===== config.mk =====
export PLATFORM = sky130hd
export DESIGN_NAME = dptf_row_unit
export DESIGN_NICKNAME = d
export VERILOG_FILES = /design/src/design/dptf_pkg.sv /design/src/design/dptf_row_unit.sv
export SDC_FILE = /design/constraint.sdc
export NUM_CORES = 2
export LEC_CHECK = 0
export ABC_AREA = 1
export BUFFER_PORTS_ARGS = -buffer_cell sky130_fd_sc_hd__clkbuf_2
export CORE_ASPECT_RATIO = 1.25
export CORE_MARGIN = 2
export CORE_UTILIZATION = 50
export DETAILED_ROUTE_END_ITERATION = 7
export HOLD_SLACK_MARGIN = 0.03
export PLACE_DENSITY = 0.66
export SETUP_SLACK_MARGIN = 0.02
export SYNTH_ARGS = -nofsm -noshare
export SYNTH_HDL_FRONTEND = slang
export SYNTH_SLANG_ARGS = --single-unit

===== constraint.sdc =====
create_clock -name i_clk -period 11.5 [get_ports i_clk]
set_clock_uncertainty 0.15 [all_clocks]
set_input_delay 2.3 -clock i_clk [delete_from_list [all_inputs] [get_ports i_clk]]
set_output_delay 2.3 -clock i_clk [all_outputs]
set_load 0.01 [all_outputs]

===== src/design/dptf_pkg.sv =====
// ----------------------------------------------------------------------------
// Depth point transform filter package
// Shared widths, register indexes, fixed-point limits and the pipeline
// control bundle used by the datapath modules.
// ----------------------------------------------------------------------------
`default_nettype none

package dptf_pkg;

    // Field and register widths.
    localparam int unsigned COORD_W   = 32;
    localparam int unsigned COEF_W    = 18;
    localparam int unsigned ROW_W     = 3 * COEF_W;
    localparam int unsigned CHAN_W    = 8;
    localparam int unsigned COLOR_W   = 3 * CHAN_W;
    localparam int unsigned CLASS_W   = 8;
    localparam int unsigned CFG_IDX_W = 3;
    localparam int unsigned CFG_DATA_W = ROW_W;

    // Product of an 18-bit coefficient and a 32-bit coordinate, its value
    // after rounding to Q16.16, and the exact sum of three of them plus a shift.
    localparam int unsigned PROD_W = COEF_W + COORD_W;
    localparam int unsigned FRAC_W = 16;
    localparam int unsigned RND_W  = PROD_W - FRAC_W;
    localparam int unsigned SUM_W  = RND_W + 2;

    // Rounding offset: half of one Q16.16 unit.
    localparam logic signed [PROD_W-1:0] ROUND_HALF = PROD_W'(1) << (FRAC_W - 1);

    // Depth gate limits, 1.0 m and 80.0 m in Q16.16.
    localparam logic signed [COORD_W-1:0] DEPTH_MIN = 32'sd65536;
    localparam logic signed [COORD_W-1:0] DEPTH_MAX = 32'sd5242880;

    // Saturation bounds of the signed 32-bit result.
    localparam logic signed [SUM_W-1:0] SAT_MAX = 36'sd2147483647;
    localparam logic signed [SUM_W-1:0] SAT_MIN = -36'sd2147483648;

    // Class reported when semantics are disabled.
    localparam logic [CLASS_W-1:0] NO_CLASS = 8'd255;

    // Register reset values: identity rotation, one coefficient per row.
    localparam logic [ROW_W-1:0] ROW0_RST = ROW_W'(65536);
    localparam logic [ROW_W-1:0] ROW1_RST = ROW_W'(65536) << COEF_W;
    localparam logic [ROW_W-1:0] ROW2_RST = ROW_W'(65536) << (2 * COEF_W);

    // Configuration register indexes.
    typedef enum logic [CFG_IDX_W-1:0] {
        CFG_ROT_ROW0     = 3'd0,
        CFG_ROT_ROW1     = 3'd1,
        CFG_ROT_ROW2     = 3'd2,
        CFG_SHIFT_X      = 3'd3,
        CFG_SHIFT_Y      = 3'd4,
        CFG_SHIFT_Z      = 3'd5,
        CFG_SEMANTICS_ON = 3'd6
    } t_cfg_idx;

    // Load enables of the product and result stages.
    typedef struct packed {
        logic ld_prod;
        logic ld_out;
    } t_stage_ctrl;

endpackage

`default_nettype wire


===== src/design/dptf_row_unit.sv =====
// ----------------------------------------------------------------------------
// Row unit
// One row of the rigid transform: three rounded products, then their sum
// with the translation, saturated to 32 bits.
// ----------------------------------------------------------------------------
`default_nettype none

module dptf_row_unit (
    input  wire logic                                 i_clk,
    input  wire dptf_pkg::t_stage_ctrl                i_ctrl,
    input  wire logic        [dptf_pkg::ROW_W-1:0]    i_row,
    input  wire logic signed [dptf_pkg::COORD_W-1:0]  i_shift,
    input  wire logic signed [dptf_pkg::COORD_W-1:0]  i_x,
    input  wire logic signed [dptf_pkg::COORD_W-1:0]  i_y,
    input  wire logic signed [dptf_pkg::COORD_W-1:0]  i_z,
    output logic signed      [dptf_pkg::COORD_W-1:0]  o_world
);
    import dptf_pkg::*;

    logic signed [COEF_W-1:0]  w_c0;
    logic signed [COEF_W-1:0]  w_c1;
    logic signed [COEF_W-1:0]  w_c2;
    logic signed [PROD_W-1:0]  w_p0;
    logic signed [PROD_W-1:0]  w_p1;
    logic signed [PROD_W-1:0]  w_p2;
    logic signed [PROD_W-1:0]  w_q0;
    logic signed [PROD_W-1:0]  w_q1;
    logic signed [PROD_W-1:0]  w_q2;
    logic signed [RND_W-1:0]   r_rnd0;
    logic signed [RND_W-1:0]   r_rnd1;
    logic signed [RND_W-1:0]   r_rnd2;
    logic signed [SUM_W-1:0]   w_sum;
    logic signed [COORD_W-1:0] n_world;
    logic signed [COORD_W-1:0] r_world;

    // Coefficients of this row, column 0 in the lowest bits.
    assign w_c0 = i_row[COEF_W-1:0];
    assign w_c1 = i_row[2*COEF_W-1:COEF_W];
    assign w_c2 = i_row[3*COEF_W-1:2*COEF_W];

    // Exact products, then half a unit added so that the floor rounds to nearest.
    assign w_p0 = w_c0 * i_x;
    assign w_p1 = w_c1 * i_y;
    assign w_p2 = w_c2 * i_z;
    assign w_q0 = w_p0 + ROUND_HALF;
    assign w_q1 = w_p1 + ROUND_HALF;
    assign w_q2 = w_p2 + ROUND_HALF;

    // Product register holds the rounded Q16.16 terms.
    always_ff @(posedge i_clk) begin
        if (i_ctrl.ld_prod) begin
            r_rnd0 <= w_q0[PROD_W-1:FRAC_W];
            r_rnd1 <= w_q1[PROD_W-1:FRAC_W];
            r_rnd2 <= w_q2[PROD_W-1:FRAC_W];
        end
    end

    // Exact sum of the terms and the translation, clamped to 32 bits.
    assign w_sum = SUM_W'(i_shift) + SUM_W'(r_rnd0) + SUM_W'(r_rnd1) + SUM_W'(r_rnd2);

    always_comb begin
        if (w_sum > SAT_MAX) begin
            n_world = SAT_MAX[COORD_W-1:0];
        end else if (w_sum < SAT_MIN) begin
            n_world = SAT_MIN[COORD_W-1:0];
        end else begin
            n_world = w_sum[COORD_W-1:0];
        end
    end

    always_ff @(posedge i_clk) begin
        if (i_ctrl.ld_out) begin
            r_world <= n_world;
        end
    end

    assign o_world = r_world;

endmodule

`default_nettype wire


# Word-level counts from Yosys, hierarchy flattened
# Cells that the tools add are included.
dict set report word_totals {
  regBits 134
  word_cells 16
}
dict set report op_classes {
  add_sub_neg 6
  mul 3
  order_cmp 2
  mux 1
}
# operator count
set op_table {}
lappend op_table {{adder 50 x 17 -> 50 bit (second input constant)} 3}
lappend op_table {{multiplier 18 x 32 -> 50 bit} 3}
lappend op_table {{adder 35 x 34 -> 36 bit} 1}
lappend op_table {{adder 36 x 34 -> 36 bit} 1}
lappend op_table {{> comparator 36 x 32 -> 1 bit (second input constant)} 1}
lappend op_table {{< comparator 36 x 32 -> 1 bit (second input constant)} 1}
lappend op_table {{adder 32 x 34 -> 35 bit} 1}
lappend op_table {{2-to-1 mux 32 bit} 1}

# Logic depth before layout (Yosys ltp)
dict set report depth {
  depth_word 5
  mapped_depth 30
  ltp_nobuf 28
}

# Worst setup path after synthesis
# Ideal clock, no wire load.
dict set report synth_timing {
  kind {input to register}
  startpoint {in i_y[31] (netlist name)}
  endpoint {reg r_rnd1[33] (data pin)}
  setup_ns 0.252
  arrival_time_ns 7.565
  path_slack_ns 3.533
  cell_stages 22
  cell_sequence {clkbuf_1 clkbuf_1 nand2_1 fa_1 inv_1 fa_1 fa_1 fa_1 inv_1 fa_1 fa_1 inv_1 ha_1 inv_1 nor3_1 inv_1 nor3_1 nand2_1 nor2_1 nor2_1 nand3_1 nand2_1}
}
dict set report synth_between {
  elab_chain_len 2
}
# element line
set synth_rtl {}
lappend synth_rtl {{start, declared} dptf_row_unit.sv:14} ;# input wire logic signed [dptf_pkg::COORD_W-1:0] i_y,
lappend synth_rtl {{multiplier 18 x 32 -> 50 bit} dptf_row_unit.sv:43} ;# assign w_p1 = w_c1 * i_y;
lappend synth_rtl {{adder 50 x 17 -> 50 bit} dptf_row_unit.sv:46} ;# assign w_q1 = w_p1 + ROUND_HALF;
lappend synth_rtl {{net w_q1[49]} dptf_row_unit.sv:27} ;# logic signed [PROD_W-1:0] w_q1;
lappend synth_rtl {{end signal, assigned} dptf_row_unit.sv:53} ;# r_rnd1 <= w_q1[PROD_W-1:FRAC_W];
lappend synth_rtl {{end, declared} dptf_row_unit.sv:30} ;# logic signed [RND_W-1:0] r_rnd1;
# The timed path passes the listed nets, and every way through them passes these cells.
# A chain may end at the register's enable or synchronous reset.

# Worst setup path in the final report
dict set report layout_timing {
  startpoint {in i_row[3] (netlist name)}
  endpoint {reg r_rnd0[31] (data pin)}
}
dict set report layout_between {
  elab_chain_len 2
}
# element line
set layout_rtl {}
lappend layout_rtl {{start, declared} dptf_row_unit.sv:11} ;# input wire logic [dptf_pkg::ROW_W-1:0] i_row,
lappend layout_rtl {{multiplier 18 x 32 -> 50 bit} dptf_row_unit.sv:42} ;# assign w_p0 = w_c0 * i_x;
lappend layout_rtl {{adder 50 x 17 -> 50 bit} dptf_row_unit.sv:45} ;# assign w_q0 = w_p0 + ROUND_HALF;
lappend layout_rtl {{net w_q0[47]} dptf_row_unit.sv:26} ;# logic signed [PROD_W-1:0] w_q0;
lappend layout_rtl {{end signal, assigned} dptf_row_unit.sv:52} ;# r_rnd0 <= w_q0[PROD_W-1:FRAC_W];
lappend layout_rtl {{end, declared} dptf_row_unit.sv:29} ;# logic signed [RND_W-1:0] r_rnd0;
# The timed path passes the listed nets, and every way through them passes these cells.

==> impl_summary.md <==
Timing
Setup violations remaining at the end of the flow were counted as 0. The final critical path takes up 78.5% of the cycle. The final-layout setup total negative slack is 0 ps.

Setup repair after global routing left no endpoint under its margin. The top achievable clock speed is 0.111 GHz. For the pin with the worst max-slew slack, the measured transition is 1100 ps. The final-report max-slew violation count came to 0. Measured against its own limit, the worst slew margin works out to 27.0%. The hold violation count in the final report is 0. The clock period could shrink to 9030 ps.

Final layout
In the final design database the tool counted 10900 nets. The area overhead of the layout relative to synthesis is 3.90%. The share of post-route cells with drive strength above 1 is 3.43%.

Global route
The first global-routing pass estimated 316 mm of wire. Global routing used 28.7% of the available tracks across all layers. The via count of the first global-routing pass is 59700. For this run the aggregate overflow at the end of global routing stands at 0. The largest net degree at the start of global routing is 61. The initial antenna violation count was 13.

Synthesis
Sorting the synthesized cells by area gives the leading types as fa_1, inv_1, nand2_1, ha_1, edfxtp_1. The synthesized netlist contains 47 unique library cells. The cell area that synthesis handed to floorplanning was 69800 sq um. Yosys instantiated no cell more often than inv_1.

The most used flip-flop cell after synthesis is edfxtp_1. The area share of the leading cell type in the synthesized netlist is 49.6%. Averaged over all synthesized cells, the footprint is 7.98 sq um. Counting every instance in the synthesized netlist gives 8740. By count the netlist is led by inv_1, nand2_1, fa_1.

The Yosys step of the flow raised 0 warnings. The top cell type by total area after synthesis is fa_1. For this run, asynchronously set or reset flops after synthesis account for 0%. In this run, synthesis inferred 134 flip-flops with an integrated enable.

The number of nets handed over by synthesis was 11000. For this run, the register share of the synthesized area comes to 5.77%. The number of synthesized register bits is 134.

Worst setup path
STA classifies the critical path endpoint as a flop. The maximum fanout along the worst path is 32. The nature of the critical path startpoint is a primary input. At the worst endpoint, the required time is 11530 ps. The start-to-end type of the worst setup path is in -> reg.

The arrival time of data at the critical path endpoint is 9060 ps.

Floorplanning
The die covers 143000 sq um. Once the floorplan was initialized, standard cells occupied 50.3% of the core. The total area inside the core boundary comes to 139000 sq um.

The vertical die dimension is 422 um. The horizontal extent of the die is 338 um. The floorplan has 153 rows.

During I/O placement, the number of pins put on the boundary was 217.

Routing
The via density per instance is 5.15. The detail route stage leaves a number of antenna-violating nets equal to 0. The routed length per instance is 18.6 um. The detailed router placed 54100 vias in this run. The number of DRC markers in iteration 0 is 3243. The routed design has 196 mm of wire. The first detailed-routing pass took 7 iterations. The DRC violations left is 0.

Outcome
The flow ran to the end, and the final reports show no timing, DRC or antenna violations.

Clock network
TritonCTS built the clock tree. The later pin in the worst-skew pair is clocked with a latency of 440 ps. The CTS H-tree depth is 4.

Clock tree synthesis inserted a total of 17 buffers. For this design, the sink count on the clock tree is 134. The post-CTS repair timing setup buffer count is 0.

Clock tree synthesis selected as its root buffer the cell clkbuf_16. Counting along the longest clock path gives a buffer depth of 2. After clock tree synthesis, the repair step resized 0 gates. In this run, post-CTS hold repair placed 0 buffers. After clock tree synthesis, the clock-pin slew on the worst setup and hold paths is 70 ps.

Place
The routability-driven placement congestion ratio is 0.988. The detailed placer's ending HPWL is 162 mm. Input and output buffers added on the ports amount to 216.

Min path
The path class of the tightest hold or removal check is reg -> reg.

Flow run
The tool flagged a number of max-cap violations equal to 0.
## area by class of cell
| type | count | area [sq um] |
|---|---|---|
| fillers | 13300 | 66300 |
| multi-input cells | 5448 | 53800 |
| inverters | 2798 | 10500 |
| flip-flops and latches | 134 | 4020 |
| well taps | 1860 | 2330 |
| repair buffers | 227 | 1170 |
| clock buffers | 17 | 425 |
| clock inverters | 14 | 190 |
| diodes | 5 | 12.5 |
## per-stage QoR
step	instance area, sq um	utilization (%)	std cells	setup slack (ps)	hold WS, ps
detailed placement	71900	51.8	10500	2200	519
CTS	72500	52.2	10500	2670	526
global placement	71900	51.8	10500	2200	491
finish	72500	52.2	10500	2470	517
floorplan	69800	-	8740	3530	462
global route	72500	52.2	10500	2170	578
## layout by cell type, fill, tap and decap left out, drive strengths merged, types with 14 or more instances in the layout
cell,count
ha,377
xnor2,49
a31oi,21
nor2,340
nor3,28
o21ai,126
nand4,23
nand3,87
inv,2804
nand2,2227
clkbuf,232
a21o,25
a21oi,201
o21bai,27
xor2,102
a21boi,14
fa,1728
edfxtp,134
## path summary, 6_finish.rpt
kind	from	to	slack [ps]	cells past startpoint
worst max register to register	r_rnd1[1]	o_world[24]	7130	20
worst min register to register	r_rnd2[0]	o_world[0]	520	3
worst max-delay path	i_row[3]	r_rnd0[31]	2470	19
worst min-delay path	r_rnd2[0]	o_world[0]	520	3
## registers in the layout (all words and copies together) (netlist names)
signal   flops
o_world     32
r_rnd0      34
r_rnd1      34
r_rnd2      34
## worst max-delay path, stage by stage
cell and delay [ps]:
clkbuf_2 740, nand2_1 240, inv_1 180, fa_1 500, fa_1 890, fa_1 540, fa_1 540, inv_1 50
fa_1 480, inv_1 50, fa_1 480, ha_1 380, nand2_1 110, nor2_1 180, nand2_1 110, nor4_1 640
nand3_1 340, o2111ai_1 210, xor2_1 90
## logic make-up after synthesis
| logic type | after synthesis | synth area share (%) |
|---|---|---|
| adders and majority gates | 2105 | 56.4 |
| AOI/OAI and AO/OA | 447 | 3.64 |
| DFF | 134 | 5.77 |
| xor gates and xnor gates | 151 | 1.90 |
| buffers and inverters | 3158 | 17.1 |
| and+or+nand+nor | 2745 | 15.3 |
## routing by layer
metal / part of all wire (%) / vias up / GRT usage, %
met5: 0.054 / - / 0
met4: 5.3 / 18 / 13.0
met3: 6.7 / 541 / 4.25
met2: 51 / 1974 / 50.1
met1: 37 / 27400 / 34.9
li1: - / 24100 / -
Power is left out: the tool's default activity adds up to more than one toggle a clock period on the data nets, which glitch-free logic cannot reach.
